## src/rtl/fcrc_pkg.sv

```systemverilog
// Package for the CRC-16 frame append/check unit.
// Holds the result word type, status and register codes and the byte-wide CRC update.
// No dependencies.
`timescale 1ns / 1ps

package fcrc_pkg;

  localparam logic [15:0] CrcInit = 16'hFFFF;
  localparam logic [15:0] CrcPoly = 16'hA001;

  localparam logic ModeGen   = 1'b0;
  localparam logic ModeCheck = 1'b1;

  localparam logic CfgMode  = 1'b0;
  localparam logic CfgStart = 1'b1;

  localparam logic [1:0] StOk       = 2'd0;
  localparam logic [1:0] StBadStart = 2'd1;
  localparam logic [1:0] StBadCrc   = 2'd2;

  typedef struct packed {
    logic [7:0] out_byte;
    logic       frame_end;
    logic [1:0] status;
  } res_t;

  // Reflected CRC-16 update over one byte, least significant bit first.
  function automatic logic [15:0] crc16_byte(input logic [15:0] crc, input logic [7:0] b);
    logic [15:0] c;
    c = crc ^ {8'h00, b};
    for (int i = 0; i < 8; i++) begin
      c = c[0] ? ((c >> 1) ^ CrcPoly) : (c >> 1);
    end
    return c;
  endfunction

endpackage

```

## src/rtl/fcrc_chan_if.sv

```systemverilog
// Valid/ready channel interfaces for the CRC-16 frame append/check unit.
// One interface for the raw input bytes, one for the result words. No dependencies.
`timescale 1ns / 1ps

interface fcrc_in_if;
  logic       valid;
  logic       ready;
  logic [7:0] data_byte;

  modport source (output valid, output data_byte, input ready);
  modport sink (input valid, input data_byte, output ready);
endinterface

interface fcrc_out_if;
  logic       valid;
  logic       ready;
  logic [7:0] out_byte;
  logic       frame_end;
  logic [1:0] status;

  modport source (output valid, output out_byte, output frame_end, output status,
                  input ready);
  modport sink (input valid, input out_byte, input frame_end, input status,
                output ready);
endinterface

```

## src/rtl/frame_crc16_append_check_unit.sv

```systemverilog
// Byte-serial CRC-16 (reflected, poly 0xA001, init 0xFFFF) framer and checker.
// Depends on fcrc_pkg and the channel interfaces in fcrc_chan_if.sv.
`timescale 1ns / 1ps

// The unit takes one byte per clock and writes each result word into a
// two-entry output queue, so a word is offered on the output right after the
// edge that takes its byte. While the output is stalled the input takes one
// more byte and then waits until the queue has room again. Frames are
// FRAME_BYTES long. In generate mode (mode = 0) the unit takes
// FRAME_BYTES-2 payload bytes, forwards them, and appends the CRC high byte
// then low byte; the two appended words come from a pending register, one per
// cycle while the queue has room, and the input is held off until both are
// queued. In check mode (mode = 1) every byte is forwarded at one per cycle;
// the last word carries frame_end and a status of ok, bad start byte, or bad
// CRC, where a bad start byte wins. Writing the mode register aborts any
// partial frame. Configuration should be written only while idle.
module frame_crc16_append_check_unit
  import fcrc_pkg::*;
#(
  parameter int FRAME_BYTES = 64
) (
  input  logic            clk,
  input  logic            rst_n,
  fcrc_in_if.sink         in_if,
  fcrc_out_if.source      out_if,
  input  logic            cfg_we,
  input  logic            cfg_idx,
  input  logic [7:0]      cfg_data
);

  localparam int PosW = $clog2(FRAME_BYTES);
  localparam logic [PosW-1:0] LastPayPos = PosW'(FRAME_BYTES - 3);
  localparam logic [PosW-1:0] CrcHiPos   = PosW'(FRAME_BYTES - 2);

  localparam logic [1:0] PendNone = 2'd0;
  localparam logic [1:0] PendLow  = 2'd1;
  localparam logic [1:0] PendHigh = 2'd2;

  logic            mode_r, mode_nxt;
  logic [7:0]      start_byte_r, start_byte_nxt;
  logic [15:0]     crc_r, crc_nxt;
  logic [PosW-1:0] pos_r, pos_nxt;
  logic [7:0]      held_high_r, held_high_nxt;
  logic            start_good_r, start_good_nxt;
  logic [1:0]      pend_r, pend_nxt;
  logic [15:0]     pend_crc_r, pend_crc_nxt;

  res_t            fifo_r [2];
  logic            wr_ptr_r, rd_ptr_r;
  logic [1:0]      cnt_r, cnt_nxt;

  logic            room;
  logic            in_fire;
  logic            pop;
  logic            push;
  res_t            push_res;
  logic [15:0]     crc_upd;
  logic            sg;
  logic [15:0]     rx_crc;

  assign room         = (cnt_r != 2'd2);
  assign in_if.ready  = room && (pend_r == PendNone);
  assign in_fire      = in_if.valid && in_if.ready;
  assign out_if.valid = (cnt_r != 2'd0);
  assign pop          = out_if.valid && out_if.ready;

  assign out_if.out_byte  = fifo_r[rd_ptr_r].out_byte;
  assign out_if.frame_end = fifo_r[rd_ptr_r].frame_end;
  assign out_if.status    = fifo_r[rd_ptr_r].status;

  assign crc_upd = crc16_byte(crc_r, in_if.data_byte);
  assign sg      = (pos_r == '0) ? (in_if.data_byte == start_byte_r) : start_good_r;
  assign rx_crc  = {held_high_r, in_if.data_byte};

  always_comb begin
    mode_nxt       = mode_r;
    start_byte_nxt = start_byte_r;
    crc_nxt        = crc_r;
    pos_nxt        = pos_r;
    held_high_nxt  = held_high_r;
    start_good_nxt = start_good_r;
    pend_nxt       = pend_r;
    pend_crc_nxt   = pend_crc_r;
    push           = 1'b0;
    push_res       = '{out_byte: in_if.data_byte, frame_end: 1'b0, status: StOk};

    if (in_fire) begin
      push = 1'b1;
      if (mode_r == ModeGen) begin
        if (pos_r >= LastPayPos) begin
          // Last payload byte: queue it, then the two CRC bytes follow.
          pend_nxt       = PendHigh;
          pend_crc_nxt   = crc_upd;
          crc_nxt        = CrcInit;
          pos_nxt        = '0;
          start_good_nxt = 1'b1;
        end else begin
          crc_nxt = crc_upd;
          pos_nxt = pos_r + PosW'(1);
        end
      end else begin
        if (pos_r < CrcHiPos) begin
          crc_nxt        = crc_upd;
          start_good_nxt = sg;
          pos_nxt        = pos_r + PosW'(1);
        end else if (pos_r == CrcHiPos) begin
          held_high_nxt  = in_if.data_byte;
          start_good_nxt = sg;
          pos_nxt        = pos_r + PosW'(1);
        end else begin
          push_res.frame_end = 1'b1;
          if (!sg) begin
            push_res.status = StBadStart;
          end else if (rx_crc != crc_r) begin
            push_res.status = StBadCrc;
          end else begin
            push_res.status = StOk;
          end
          crc_nxt        = CrcInit;
          pos_nxt        = '0;
          start_good_nxt = 1'b1;
        end
      end
    end else if ((pend_r != PendNone) && room) begin
      push = 1'b1;
      if (pend_r == PendHigh) begin
        push_res = '{out_byte: pend_crc_r[15:8], frame_end: 1'b0, status: StOk};
        pend_nxt = PendLow;
      end else begin
        push_res = '{out_byte: pend_crc_r[7:0], frame_end: 1'b1, status: StOk};
        pend_nxt = PendNone;
      end
    end

    if (cfg_we) begin
      unique case (cfg_idx)
        CfgMode: begin
          mode_nxt       = cfg_data[0];
          crc_nxt        = CrcInit;
          pos_nxt        = '0;
          start_good_nxt = 1'b1;
          pend_nxt       = PendNone;
        end
        CfgStart: begin
          start_byte_nxt = cfg_data;
        end
        default: begin
        end
      endcase
    end
  end

  always_comb begin
    cnt_nxt = cnt_r;
    if (push && !pop) begin
      cnt_nxt = cnt_r + 2'd1;
    end else if (!push && pop) begin
      cnt_nxt = cnt_r - 2'd1;
    end
  end

  always_ff @(posedge clk) begin
    if (!rst_n) begin
      mode_r       <= ModeCheck;
      start_byte_r <= 8'h00;
      crc_r        <= CrcInit;
      pos_r        <= '0;
      start_good_r <= 1'b1;
      pend_r       <= PendNone;
      cnt_r        <= 2'd0;
      wr_ptr_r     <= 1'b0;
      rd_ptr_r     <= 1'b0;
    end else begin
      mode_r       <= mode_nxt;
      start_byte_r <= start_byte_nxt;
      crc_r        <= crc_nxt;
      pos_r        <= pos_nxt;
      start_good_r <= start_good_nxt;
      pend_r       <= pend_nxt;
      cnt_r        <= cnt_nxt;
      if (push) begin
        wr_ptr_r <= ~wr_ptr_r;
      end
      if (pop) begin
        rd_ptr_r <= ~rd_ptr_r;
      end
    end
  end

  always_ff @(posedge clk) begin
    held_high_r <= held_high_nxt;
    pend_crc_r  <= pend_crc_nxt;
    if (push) begin
      fifo_r[wr_ptr_r] <= push_res;
    end
  end

endmodule

```

## src/flat_wrapper.sv

```systemverilog
// flat-port wrapper written by rule: the top's interface ports become plain ports
module frame_crc16_append_check_unit_flat import fcrc_pkg::*;
#(
  parameter int FRAME_BYTES = 64
)
  (clk, rst_n, cfg_we, cfg_idx, cfg_data, in_if_valid, in_if_data_byte, in_if_ready, out_if_valid, out_if_out_byte, out_if_frame_end, out_if_status, out_if_ready);
  fcrc_in_if in_if_i ();
  fcrc_out_if out_if_i ();
  input  logic clk;
  input  logic rst_n;
  input  logic cfg_we;
  input  logic cfg_idx;
  input  logic [7:0] cfg_data;
  input wire logic [$bits(in_if_i.valid)-1:0] in_if_valid;
  input wire logic [$bits(in_if_i.data_byte)-1:0] in_if_data_byte;
  output wire logic [$bits(in_if_i.ready)-1:0] in_if_ready;
  output wire logic [$bits(out_if_i.valid)-1:0] out_if_valid;
  output wire logic [$bits(out_if_i.out_byte)-1:0] out_if_out_byte;
  output wire logic [$bits(out_if_i.frame_end)-1:0] out_if_frame_end;
  output wire logic [$bits(out_if_i.status)-1:0] out_if_status;
  input wire logic [$bits(out_if_i.ready)-1:0] out_if_ready;
  assign in_if_i.valid = in_if_valid;
  assign in_if_i.data_byte = in_if_data_byte;
  assign in_if_ready = in_if_i.ready;
  assign out_if_valid = out_if_i.valid;
  assign out_if_out_byte = out_if_i.out_byte;
  assign out_if_frame_end = out_if_i.frame_end;
  assign out_if_status = out_if_i.status;
  assign out_if_i.ready = out_if_ready;
  frame_crc16_append_check_unit #(.FRAME_BYTES(FRAME_BYTES)) u_core (.clk(clk), .rst_n(rst_n), .in_if(in_if_i), .out_if(out_if_i), .cfg_we(cfg_we), .cfg_idx(cfg_idx), .cfg_data(cfg_data));
endmodule
```

## config.mk

```make
export PLATFORM = sky130hd
export DESIGN_NAME = frame_crc16_append_check_unit_flat
export DESIGN_NICKNAME = d
export VERILOG_FILES = /design/src/rtl/fcrc_pkg.sv /design/src/rtl/fcrc_chan_if.sv /design/src/rtl/frame_crc16_append_check_unit.sv /design/src/flat_wrapper.sv
export SDC_FILE = /design/constraint.sdc
export NUM_CORES = 1
export LEC_CHECK = 0
export BUFFER_PORTS_ARGS = -buffer_cell sky130_fd_sc_hd__buf_2
export CAP_MARGIN = 20
export CORE_MARGIN = 4
export CORE_UTILIZATION = 59
export DETAILED_ROUTE_END_ITERATION = 16
export GPL_ROUTABILITY_DRIVEN = 0
export GPL_TIMING_DRIVEN = 0
export PLACE_DENSITY = 0.79
export SLEW_MARGIN = 20
export SYNTH_ARGS = -nofsm -noshare
export SYNTH_HDL_FRONTEND = slang
export SYNTH_SLANG_ARGS = --single-unit
```

## constraint.sdc

```tcl
create_clock -name clk -period 2.7 [get_ports clk]
set_input_delay 0.54 -clock clk [delete_from_list [all_inputs] [get_ports clk]]
set_output_delay 0.54 -clock clk [all_outputs]
set_load 0.01 [all_outputs]
```

======== Word-level counts from Yosys, hierarchy flattened ========
Memory sizes are Yosys's and may differ from the RTL's. A register that Yosys moved wholly into a read port is not among the register bits.
Cells that the tools add are included.
cells by class
  $add $sub $neg .......................... 3
  reduce and logical (&&, ||, !) cells .... 17
  bitwise operators ....................... 14
  magnitude comparators ................... 2
  equality and inequality tests ........... 5
  multiplexer cells ....................... 54
operator list
  operator               number
  $mux W16               15
  $mux W6                7
  $not A2 Y3             8
  $mux W11               2
  $mux W2                10
  $ne A16 B16 Y1         1
  $xor A16 B8 Y16        1
  $mux W1                15
  $mux W3                4
  $eq A8 B8 Y1           1
  $mux W8                1
  $add A6 B1 Y6 const B  1
  $eq A6 B6 Y1 const B   1
  $ge A6 B6 Y1 const B   1
  $logic_and A1 B1 Y1    6
  $logic_not A6 Y1       1
  $lt A6 B6 Y1 const B   1
  $reduce_bool A2 Y1     3
  $not A1 Y1             5
  $reduce_and A2 Y1      2
  $reduce_and A4 Y1      1
  $reduce_and A3 Y1      1
  $add A2 B1 Y2 const B  1
  $eq A2 B2 Y1 const B   1
  other kinds (4)        5
storage, ports and cells
  RAM bits ................................ 22
  output and inout port bits .............. 13
  memories ................................ 1
  register bits ........................... 62
  input port bits ......................... 22
memory list
  memory         depth  width  rd ports  clocked after memory_dff  wr ports  RTL line                             RTL
  u_core.fifo_r  2      11     1         1                         1         frame_crc16_append_check_unit.sv:48  res_t fifo_r [2];

======== Logic depth before layout (Yosys ltp) ========
Gate-level depths: netlist (run 1).
  word-level depth ........................ 22
  mapped depth ............................ 9
  depth with buffers taken out ............ 7

======== Worst setup path before layout (run 1) ========
OpenSTA, ideal clock, no wires.
  path kind ............................... register -> register
  start ................................... reg u_core.pos_r[0]
  end ..................................... reg u_core.pend_crc_r[0], enable pin
  period minus slack after synthesis ...... 2,400 ps
  cell stages (with the launch flop) ...... 7
  data arrival time ....................... 2,010 ps
  path slack .............................. 300 ps
  data required time ...................... 2,310 ps
  setup time .............................. 390 ps
  cells stage by stage .................... dfxtp_1 -> inv_1 -> ha_1 -> nor2b_1 -> or3_1 -> buf_6 -> nor2_1
on the way
  word-level cells in the longest chain between the ends .. 2
ends and longest elaborated chain
  item                                RTL line                              RTL
  start: declaration                  frame_crc16_append_check_unit.sv:42   logic [PosW-1:0] pos_r, pos_nxt;
  start signal: assignment            frame_crc16_append_check_unit.sv:177  pos_r <= pos_nxt;
  $ge A6 B6 Y1                        frame_crc16_append_check_unit.sv:90   if (pos_r >= LastPayPos) begin
  $reduce_and A3 Y1 (no source line)  --
  end signal: assignment              frame_crc16_append_check_unit.sv:192  pend_crc_r <= pend_crc_nxt;
  end: declaration                    frame_crc16_append_check_unit.sv:46   logic [15:0] pend_crc_r, pend_crc_nxt;
Every way passes these cells.
A chain may end at the register's enable or synchronous reset.

======== Worst setup path in the final report (run 1) ========
  start ................................... reg u_core.pos_r[0]
  end ..................................... reg u_core.pend_crc_r[11], enable pin
Same word-level chain as after synthesis.

==> implementation parameters, run 1 <==
Parameter                              Value

Die
  Die Y-Extent    ~90 um
  Top-level port count    35
  Chip width    89.6 um
  Initial Utilization    between 60 and 70%
  Area of the die    approximately 8000 sq um
  CORE AREA    6420 sq um
  Row cnt    29

Critical path
  Worst flop-to-flop path endpoint    u_core.pend_crc_r[11]$_DFFE_PP_
  Worst reg2reg setup slack    0.27 ns
  Critical path required time    ~2.7 ns
  Chain of cells forming the critical path    inv_1 > ha_1 > nor2b_1 > or3_1 > buf_6 > nor2_2
  Arrival time reported for the critical path endpoint    ~2.4 ns
  Category of the critical setup timing path    reg2reg
  Category of the worst setup path launch point    register
  Max Fanout on Critical Path    17
  Number of cells on the worst reg-to-reg path    6
  Worst path max stage delay    0.60 ns
  Setup crit end kind    register
  Slowest CP cell    sky130_fd_sc_hd__nor2_2
  Start of the worst register-to-register path    u_core.pos_r[0]$_SDFF_PN0_

Power and ir drop
  Sequential share of power    between 40 and 50%
  Worst supply voltage drop on vdd    approximately 420 uV
  Switching fraction of total power    just over 30%
  Int Power    2380 uW
  Proportion of power drawn by combinational gates    between 20% and 30%
  Power spent charging and discharging nets    approximately 1100 uW
  Leak    roughly 0.0016 uW
  Share of total power in the clock network    24.1%
  Power per cell area    just under 800 nW/um^2

Global route
  Gr ovfl total    0
  Global routing met3 resource utilization    under 10%
  Met2 Use GR    36.9%
  Maximum number of pins on one net before global-route repair    18
  Global route hottest layer    met2
  Wire length of the first global-routing pass    13000 um
  Vias in the first global route    ~2600
  Total track usage    between 20% and 30%
  Met1 routing resource usage after global routing    28.1%
  Initial antenna violation count    0

Synth
  Compound-gate portion of the synthesized area    around 11%
  Mean instance size in the synthesized netlist    11.5 sq um
  Simple-gate share of the synthesized area    between 10 and 15%
  Main combinational cell family by area after synthesis    simple AND/OR/NAND/NOR gates
  Sequential cell area fraction in the yosys report    between 50% and 60%
  Xor and xnor area share after synthesis    11.7%
  Multiplexer share of the synthesized area    3.41%
  Netlist cell types    52
  Adder-cell share of the synthesized area    ~2.2%
  Cell area after synthesis    just under 4000 sq um
  Synth Instances    between 300 and 400
  Async set-or-reset flop fraction in the synthesized netlist    0%
  Most frequently used flop master after synthesis    sky130_fd_sc_hd__edfxtp_1
  Count of flip-flops with a built-in enable after synthesis    46
  YS warnings    0
  Net count after synthesis    around 370
  Number of storage elements in the synthesis netlist    85

Final layout
  ANT cells    0
  Fraction of final layout cells with drive strength greater than 1    18.5%
  Total number of nets in the final design    414
  Leading cell type in the layout, fill and taps excluded    sky130_fd_sc_hd__edfxtp_1
  Most frequent cells in the layout    sky130_fd_sc_hd__edfxtp_1, sky130_fd_sc_hd__nand2_1, sky130_fd_sc_hd__dfxtp_1, sky130_fd_sc_hd__buf_2, sky130_fd_sc_hd__xor2_1
  Synth-to-Final Area Change    11.4%

STA
  Sum of negative setup slack    0 ns
  Hold violation total from the final report    0
  Hold slack    0.384 ns
  Final setup vio count    0
  Highest clock frequency the design can meet    between 0.4 and 0.5 GHz
  Final clock period utilization by the worst path    between 90% and 100%
  Largest clock skew in the final design    slightly above 0.005 ns
  Actual slew at the worst max-slew pin    between 0.7 and 0.8 ns
  Final slew viol count    0
  Crit path time final    between 2 and 2.5 ns
  Unrepaired setup endpoints after global routing    no
  Relative slew slack    a little under half

Detailed routing
  Mean number of vias per cell    5.82
  Vias after detailed routing    about 2700
  Iteration-0 DRC count of the detailed router    between 150 and 200
  Mean routed wirelength per cell    between 15 and 20 um
  First-pass DRT Iterations    4
  Detailed-route DRC error count    0
  Antenna-violating nets left    0
  Routed wire length    slightly above 8000 um

Outcome
  Run status    complete, no violations

Clock network
  Count of hold-fix buffers inserted at cts    0
  Clock tree sinks    85
  Number of clock buffers inserted by TritonCTS    9
  Maximum level of the CTS H-tree    3
  Number of post-CTS setup repair buffers    0
  Clk_lat worst skew    roughly 0.35 ns
  Clock transition at path regs    ~0.08 ns
  Number of buffers between clock root and the deepest sink    2
  Post-cts gate resize count    0
  Root buffer cell    sky130_fd_sc_hd__clkbuf_8
  CTS tree    yes

Run
  Max-Cap Viols    0

Worst hold path
  Worst hold stages    1
  Hold/Removal Path Class    in2reg
  Startpoint of the most critical hold path    in_if_data_byte[2]
  Capture endpoint of the worst hold path    u_core.held_high_r[2]$_DFFE_PP_

Placed design
  PortBufs    32
  Post-DP HPWL    between 5000 and 6000 um
cells by family after synthesis:
| logic type | Yosys count |
|---|---|
| AND/OR/NAND/NOR | 107 |
| flip-flops | 85 |
| AO/OA/AOI/OAI | 66 |
| XOR/XNOR | 44 |
| buffers and inverters | 21 |
| multiplexers | 12 |
| adder cells (fa/ha/maj) | 7 |
state kept, by name (all words and copies together), names as in the netlist, named ones only:
register and count:
u_core.pend_crc_r 16, u_core.wr_ptr_r 1, u_core.mode_r 1, u_core.crc_r 16, u_core.start_byte_r 8, u_core.fifo_r 22
u_core.held_high_r 8, u_core.pend_r 2, u_core.start_good_r 1, u_core.rd_ptr_r 1, u_core.pos_r 6, u_core.cnt_r 2
per-stage QoR:
step | power, uW | utilization (%) | cell area [sq um] | cells | setup WS [ns]
after global routing | 3610 | 68.2 | 4380 | 467 | 0.165
after floorplan | 2340 | - | 3930 | 342 | 0.300
after global placement | 2590 | 65.2 | 4190 | 451 | 0.0261
after CTS | 3450 | 68.1 | 4380 | 467 | 0.178
final | 3430 | 68.2 | 4380 | 467 | 0.265
after detailed placement | 2630 | 65.3 | 4200 | 451 | 0.0157
critical path, delay by kind of cell, from the launching register on:
family,cells,cell delay [ns]
simple gates,3,1.07
flops,1,0.48
buf+inv,2,0.30
fa+ha+maj,1,0.21
synthesized netlist by cell type (2+ instances only):
cell type	number	area share, %
sky130_fd_sc_hd__nand4_1	5	0.80
sky130_fd_sc_hd__and3_1	2	0.32
sky130_fd_sc_hd__nor2_1	10	0.95
sky130_fd_sc_hd__nor3_1	9	1.1
sky130_fd_sc_hd__dfxtp_1	39	20
sky130_fd_sc_hd__nand3_1	13	1.7
sky130_fd_sc_hd__clkbuf_1	11	1.1
sky130_fd_sc_hd__xnor2_2	3	1.2
sky130_fd_sc_hd__and4_1	2	0.45
sky130_fd_sc_hd__ha_1	7	2.2
sky130_fd_sc_hd__and2_1	6	0.95
sky130_fd_sc_hd__a21boi_1	10	1.9
sky130_fd_sc_hd__a31oi_1	2	0.32
sky130_fd_sc_hd__o21ai_1	12	1.5
sky130_fd_sc_hd__xor2_1	20	4.5
sky130_fd_sc_hd__a22oi_1	8	1.5
sky130_fd_sc_hd__o31a_1	2	0.45
sky130_fd_sc_hd__mux2_2	11	3.2
sky130_fd_sc_hd__nor2b_1	5	0.80
sky130_fd_sc_hd__nand2_1	39	3.7
sky130_fd_sc_hd__a41oi_1	2	0.45
sky130_fd_sc_hd__o21ai_0	3	0.38
sky130_fd_sc_hd__nor4_1	4	0.64
sky130_fd_sc_hd__or3_1	2	0.32
sky130_fd_sc_hd__a21oi_1	8	1.0
sky130_fd_sc_hd__o22ai_1	12	1.9
sky130_fd_sc_hd__xnor2_1	17	3.8
sky130_fd_sc_hd__nand2b_1	2	0.32
sky130_fd_sc_hd__inv_1	6	0.57
sky130_fd_sc_hd__buf_6	3	0.86
sky130_fd_sc_hd__edfxtp_1	46	35
layer usage:
metal  part of all wire [%]  vias to the layer above
li1                       -                     1324
met1                     43                     1292
met2                     48                       83
met3                    6.3                       17
met4                    2.5                        0
met5                      0                        -
power by group through the flow:
| stage | registers [uW] | clock network [uW] | logic, uW |
|---|---|---|---|
| floorplan | 1620 | 0 | 720 |
| global placement | 1640 | 0 | 950 |
| detailed placement | 1650 | 0 | 980 |
| CTS | 1620 | 839 | 990 |
| global route | 1630 | 896 | 1080 |
| finish | 1620 | 827 | 990 |
area by class of cell:
| type | count | area [sq um] |
|---|---|---|
| Buffer | 15 | 78.8 |
| Clock buffer | 14 | 174 |
| Multi-Input combinational cell | 236 | 1680 |
| Clock inverter | 2 | 7.51 |
| Inverter | 6 | 22.5 |
| Fill cell | 517 | 2040 |
| Sequential cell | 85 | 2160 |
| Tap cell | 77 | 96.3 |
| Timing Repair Buffer | 32 | 160 |
worst max-delay path by stage:
stage	start	slack, ns	endpoint	depth (start not counted)
final	u_core.pos_r[0]$_SDFF_PN0_	0.27	u_core.pend_crc_r[11]$_DFFE_PP_	6
after detailed placement	in_if_data_byte[1]	0.02	u_core.crc_r[0]$_SDFF_PN1_	8
after global placement	u_core.pos_r[0]$_SDFF_PN0_	0.03	u_core.pend_crc_r[8]$_DFFE_PP_	6
after floorplan	u_core.pos_r[0]$_SDFF_PN0_	0.30	u_core.pend_crc_r[0]$_DFFE_PP_	6
after CTS	u_core.cnt_r[0]$_SDFFE_PN0P_	0.18	u_core.fifo_r[0][10]$_DFFE_PP_	3
after global routing	u_core.pos_r[0]$_SDFF_PN0_	0.16	u_core.pend_crc_r[4]$_DFFE_PP_	6
No activity file was read; power rests on OpenSTA's default activity.
==> inputs of run 2 (changes only) <==
Settings changed: RECOVER_POWER set to 50.
==> implementation parameters, run 2 (same netlist as run 1, synthesis figures left out) <==
Parameter                              Value

Placed design
  Post-DP HPWL    5990 um (unchanged)
  Number of placed cells counting well taps    451 (unchanged)
  PortBufs    32 (unchanged)

Global route
  Gr ovfl total    0 (unchanged)
  Wire length of the first global-routing pass    13000 um (unchanged)
  Vias in the first global route    2619 (unchanged)
  Initial antenna violation count    0 (unchanged)
  Maximum number of pins on one net before global-route repair    18 (unchanged)
  Total track usage    22.1% (unchanged)

Clock network
  Number of buffers between clock root and the deepest sink    2 (unchanged)
  Number of clock buffers inserted by TritonCTS    9 (unchanged)
  Count of hold-fix buffers inserted at cts    0 (unchanged)
  Number of post-CTS setup repair buffers    0 (unchanged)
  Clock tree sinks    85 (unchanged)
  CTS tree    yes
  Post-cts gate resize count    0 (unchanged)
  Root buffer cell    sky130_fd_sc_hd__clkbuf_8
  Clk_lat worst skew    0.36 ns (about the same)
  Clock transition at path regs    0.08 ns (about the same)
  Maximum level of the CTS H-tree    3 (unchanged)

Critical path
  Setup crit end kind    register
  Critical Path Start    in_if_data_byte[0]
  Worst Path Buf+Inv    1 (-1)
  Chain of cells forming the critical path    clkbuf_1 > xnor2_1 > ha_1 > xor3_1 > xnor3_1 > xor3_2 > a211oi_1 > nor3_1
  Start of the worst register-to-register path    u_core.pos_r[0]$_SDFF_PN0_
  Critical path required time    2.95 ns (+0.27 ns)
  Slowest CP cell    sky130_fd_sc_hd__xor3_2
  Arrival time reported for the critical path endpoint    2.78 ns (+0.36 ns)
  Worst path max stage delay    0.52 ns (-0.08 ns)
  Worst flop-to-flop path endpoint    u_core.pend_crc_r[15]$_DFFE_PP_
  Max Fanout on Critical Path    5 (-12)
  Category of cells accounting for the largest share of critical-path delay    XOR/XNOR gates
  Worst reg2reg setup slack    0.22 ns (-0.05 ns)
  Critical Path Sink    u_core.crc_r[0]$_SDFF_PN1_
  Category of the critical setup timing path    in2reg
  Number of cells on the worst reg-to-reg path    6 (unchanged)
  Levels on crit path    8 (+2)
  Category of the worst setup path launch point    input port

Worst hold path
  Worst hold stages    1 (unchanged)
  Hold/Removal Path Class    in2reg

Die
  Die Y-Extent    89.6 um (unchanged)
  Initial Utilization    61.2% (unchanged)
  Area of the die    8030 sq um (unchanged)
  Row cnt    29 (unchanged)
  CORE AREA    6420 sq um (unchanged)
  Chip width    89.6 um (unchanged)
  Top-level port count    35 (unchanged)

Final layout
  ANT cells    0 (unchanged)
  Final core occ    67.2% (-1.0 points)
  Max reg flops    22 (unchanged)
  Final cell count without fillers    467 (unchanged)
  Fraction of final layout cells with drive strength greater than 1    13.8% (-4.6 points)
  Leading cell type in the layout, fill and taps excluded    sky130_fd_sc_hd__edfxtp_1
  Register with the most flip-flops    u_core.fifo_r
  Total number of nets in the final design    414 (unchanged)
  Synth-to-Final Area Change    9.77%
  Biggest registers after layout    u_core.fifo_r (22), u_core.crc_r (16), u_core.pend_crc_r (16)
  Most frequent cells in the layout    sky130_fd_sc_hd__edfxtp_1, sky130_fd_sc_hd__nand2_1, sky130_fd_sc_hd__dfxtp_1, sky130_fd_sc_hd__clkbuf_1

STA
  Highest clock frequency the design can meet    0.395 GHz (-3.9%)
  Actual slew at the worst max-slew pin    0.774 ns (-0.0192 ns)
  Crit path time final    2.53 ns (+0.0987 ns)
  Unrepaired setup endpoints after global routing    no
  Relative slew slack    48.4% (+1.3 points)
  Sum of negative setup slack    0 ns (unchanged)
  Largest clock skew in the final design    0.00581 ns (+0.000648 ns)
  Hold violation total from the final report    0 (unchanged)
  Final slew viol count    0 (unchanged)
  Final setup vio count    0 (unchanged)
  Final clock period utilization by the worst path    93.8% (+3.7 points)

Detailed routing
  Detailed-route DRC error count    0 (unchanged)
  Vias after detailed routing    2734 (+0.66%)
  First-pass DRT Iterations    4 (unchanged)
  Routed wire length    8240 um (about the same)
  Iteration-0 DRC count of the detailed router    204 (+7.9%)
  Antenna-violating nets left    0 (unchanged)
  Mean routed wirelength per cell    17.6 um (about the same)
  Mean number of vias per cell    5.85 (+0.66%)

Power and ir drop
  Power per cell area    790 nW/um^2 (+0.76%)
  Leak    0.00154 uW (-4.2%)
  Worst supply voltage drop on vdd    418 uV (about the same)

Run
  Max-Cap Viols    0 (unchanged)

Outcome
  Run status    complete, no violations
==> run 2: cell types whose count changed in the layout (fill, tap and decap cells not counted), sizes merged <==
cell,delta
buf,-14
clkbuf,+14
==> run 2: through the flow <==
step / setup WS [ns] / power, uW / hold slack [ns] / instance area, sq um
finish: 0.167 / 3410 / 0.381 / 4320
global route: 0.0830 / 3580 / 0.393 / 4320
CTS: 0.178 / 3450 / 0.373 / 4380
detailed placement: 0.0157 / 2630 / 0.458 / 4200
global placement: 0.0261 / 2590 / 0.457 / 4190
floorplan: 0.300 / 2340 / 0.447 / 3930
==> run 2: routing by layer <==
metal | global-route usage, % | part of all wire [%] | up-vias
met3 | 3.83 | 5.1 | 15
li1 | - | - | 1323
met1 | 28.1 | 44 | 1321
met2 | 36.9 | 49 | 75
met5 | 0 | 0 | -
met4 | 10.0 | 2.1 | 0
==> run 2: worst reg2reg max path, cell delays in order, from the launching register on <==
cell	delay (ns)
sky130_fd_sc_hd__dfxtp_1	0.48
sky130_fd_sc_hd__inv_1	0.15
sky130_fd_sc_hd__ha_1	0.21
sky130_fd_sc_hd__nor2b_1	0.14
sky130_fd_sc_hd__or3_1	0.31
sky130_fd_sc_hd__clkbuf_1	0.20
sky130_fd_sc_hd__nor2_2	0.63
==> run 2: final cells by class <==
class                           count  area (sq um)
Tap cell                           77          96.3
Fill cell                         536          2110
Clock buffer                       14           174
Timing Repair Buffer               32           146
Inverter                            6          22.5
Sequential cell                    85          2160
Clock inverter                      2          7.51
Multi-Input combinational cell    236          1650
Buffer                             15          56.3
==> run 2: worst min path at each step <==
stage / start / endpoint
2_1_floorplan: u_core.start_byte_r[0]$_SDFFE_PN0P_ / u_core.start_byte_r[0]$_SDFFE_PN0P_
3_3_place_gp: u_core.start_byte_r[7]$_SDFFE_PN0P_ / u_core.start_byte_r[7]$_SDFFE_PN0P_
3_5_place_dp: u_core.start_byte_r[0]$_SDFFE_PN0P_ / u_core.start_byte_r[0]$_SDFFE_PN0P_
4_1_cts: in_if_data_byte[2] / u_core.held_high_r[2]$_DFFE_PP_
5_1_grt: in_if_data_byte[2] / u_core.held_high_r[2]$_DFFE_PP_
6_report: in_if_data_byte[2] / u_core.held_high_r[2]$_DFFE_PP_
==> run 2: report_power, final <==
group / internal, uW / leakage, uW / total, uW / switching (uW)
logic: 421 / 0.000709 / 961 / 540
registers: 1530 / 0.000741 / 1620 / 91.3
clock network: 411 / 0.0000909 / 830 / 419
total: 2360 / 0.00154 / 3410 / 1050
==> inputs of run 3 (changes only) <==
Settings changed: MAX_ROUTING_LAYER set to met4.
==> implementation parameters, run 3 (same netlist as run 1, synthesis figures left out) <==
Parameter                              Value

Critical path
  Worst Path Buf+Inv    1 (unchanged)
  Critical path required time    2.95 ns (about the same)
  Max Fanout on Critical Path    5 (unchanged)
  Chain of cells forming the critical path    clkbuf_1 > xnor2_1 > ha_1 > xor3_1 > xnor3_1 > xor3_2 > a211oi_1 > nor3_1
  Worst path max stage delay    0.52 ns (about the same)
  Category of the worst setup path launch point    input port
  Category of cells accounting for the largest share of critical-path delay    XOR/XNOR gates
  Arrival time reported for the critical path endpoint    2.77 ns (about the same)
  Setup crit end kind    register
  Slowest CP cell    sky130_fd_sc_hd__xor3_2
  Category of the critical setup timing path    in2reg

Power and ir drop
  Worst supply voltage drop on vdd    418 uV (+0.17%)
  Power per cell area    789 nW/um^2 (about the same)
  Leak    0.00155 uW (+0.31%)

Clock network
  Clock transition at path regs    0.08 ns (about the same)
  Count of hold-fix buffers inserted at cts    0 (unchanged)
  CTS tree    yes
  Maximum level of the CTS H-tree    3 (unchanged)
  Clock tree sinks    85 (unchanged)
  Post-cts gate resize count    0 (unchanged)
  Number of clock buffers inserted by TritonCTS    9 (unchanged)
  Number of post-CTS setup repair buffers    0 (unchanged)
  Number of buffers between clock root and the deepest sink    2 (unchanged)
  Root buffer cell    sky130_fd_sc_hd__clkbuf_8
  Clk_lat worst skew    0.35 ns (about the same)

Global route
  Gr ovfl total    0 (unchanged)
  Initial antenna violation count    0 (unchanged)
  Total track usage    22.8% (+0.72 points)
  Maximum number of pins on one net before global-route repair    18 (unchanged)
  Vias in the first global route    2616 (-0.11%)
  Wire length of the first global-routing pass    13000 um (+0.11%)

STA
  Relative slew slack    48.9% (+0.57 points)
  Final clock period utilization by the worst path    93.6% (-0.27 points)
  Actual slew at the worst max-slew pin    0.765 ns (-0.00852 ns)
  Highest clock frequency the design can meet    0.396 GHz (+0.29%)
  Final slew viol count    0 (unchanged)
  Hold violation total from the final report    0 (unchanged)
  Largest clock skew in the final design    0.00616 ns (+0.000344 ns)
  Sum of negative setup slack    0 ns (unchanged)
  Final setup vio count    0 (unchanged)
  Unrepaired setup endpoints after global routing    no
  Crit path time final    2.53 ns (-0.00740 ns)

Detailed routing
  Uppermost metal layer occupied by signal nets    met4
  Met2 WL    4060 um (+1.1%)
  Routed wire length    8260 um (+0.29%)
  Post-Route M1 WL    3510 um (-3.2%)
  Mean number of vias per cell    5.89 (+0.59%)
  Antenna-violating nets left    0 (unchanged)
  First-pass DRT Iterations    5 (+1)
  Routed wire length on met3    526 um (+26%)
  Iteration-0 DRC count of the detailed router    192 (-5.9%)
  Mean routed wirelength per cell    17.7 um (+0.29%)
  Vias after detailed routing    2750 (+0.59%)
  Detailed-route DRC error count    0 (unchanged)

Run
  Max-Cap Viols    0 (unchanged)

Die
  Die Y-Extent    89.6 um (unchanged)
  Top-level port count    35 (unchanged)
  Initial Utilization    61.2% (unchanged)
  Chip width    89.6 um (unchanged)
  CORE AREA    6420 sq um (unchanged)
  Row cnt    29 (unchanged)
  Area of the die    8030 sq um (unchanged)

Final layout
  Synth-to-Final Area Change    9.96%
  Fraction of final layout cells with drive strength greater than 1    14.1% (+0.26 points)
  ANT cells    0 (unchanged)
  Total number of nets in the final design    414 (unchanged)
  Final core occ    67.3% (+0.12 points)
  Most frequent cells in the layout    sky130_fd_sc_hd__edfxtp_1, sky130_fd_sc_hd__nand2_1, sky130_fd_sc_hd__dfxtp_1, sky130_fd_sc_hd__clkbuf_1
  Register with the most flip-flops    u_core.fifo_r
  Leading cell type in the layout, fill and taps excluded    sky130_fd_sc_hd__edfxtp_1
  Max reg flops    22 (unchanged)
  Biggest registers after layout    u_core.fifo_r (22), u_core.crc_r (16), u_core.pend_crc_r (16)

Worst hold path
  Hold/Removal Path Class    in2reg

Outcome
  Run status    complete, no violations

Placed design
  Post-DP HPWL    5990 um (unchanged)
  PortBufs    32 (unchanged)
## run 3: cell types whose count changed in the layout (fill, tap and decap cells not counted), sizes merged
cell,previous run,this run
buf,22,23
clkbuf,39,38
## run 3: worst register-to-register path: stages, from the launching register on
cell	delay [ns]
sky130_fd_sc_hd__dfxtp_1	0.42
sky130_fd_sc_hd__xnor2_1	0.14
sky130_fd_sc_hd__ha_1	0.34
sky130_fd_sc_hd__xor3_1	0.25
sky130_fd_sc_hd__xnor3_1	0.33
sky130_fd_sc_hd__xor3_2	0.52
sky130_fd_sc_hd__a211oi_1	0.23
sky130_fd_sc_hd__nor3_1	0.09
## run 3: per-stage QoR
stage | cells | area (sq um) | hold slack (ns) | total power [uW] | setup slack, ns
floorplan | 342 | 3930 | 0.447 | 2340 | 0.300
global placement | 451 | 4190 | 0.457 | 2590 | 0.0261
detailed placement | 451 | 4200 | 0.458 | 2630 | 0.0157
CTS | 467 | 4380 | 0.373 | 3450 | 0.178
global route | 467 | 4320 | 0.393 | 3580 | 0.0883
finish | 467 | 4320 | 0.383 | 3410 | 0.174
## run 3: report_power, final
part           internal [uW]  switching, uW
Sequential              1530           90.2
Clock                    411            421
Combinational            421            542
Total                   2360           1050
## run 3: final timing paths
check	from	end	slack [ns]	cells after the start
worst min register to register	u_core.start_byte_r[7]$_SDFFE_PN0P_	u_core.start_byte_r[7]$_SDFFE_PN0P_	0.48	2
worst max-delay path	in_if_data_byte[0]	u_core.crc_r[0]$_SDFF_PN1_	0.17	8
worst max register to register	u_core.crc_r[0]$_SDFF_PN1_	u_core.crc_r[0]$_SDFF_PN1_	0.27	7
worst min-delay path	in_if_data_byte[2]	u_core.held_high_r[2]$_DFFE_PP_	0.38	1
## run 3: cell type report
class / count / area (sq um)
clock buffers: 14 / 174
repair buffers: 32 / 146
well taps: 77 / 96.3
fillers: 534 / 2100
flip-flops and latches: 85 / 2160
clock inverters: 2 / 7.51
multi-input cells: 236 / 1650
inverters: 6 / 22.5
plain buffers: 15 / 63.8
## run 3: per-layer routing
layer / global-route usage, % / vias up
met5: - / -
met2: 37.1 / 100
met3: 3.83 / 16
met4: 10.0 / 0
li1: - / 1325
met1: 28.0 / 1309
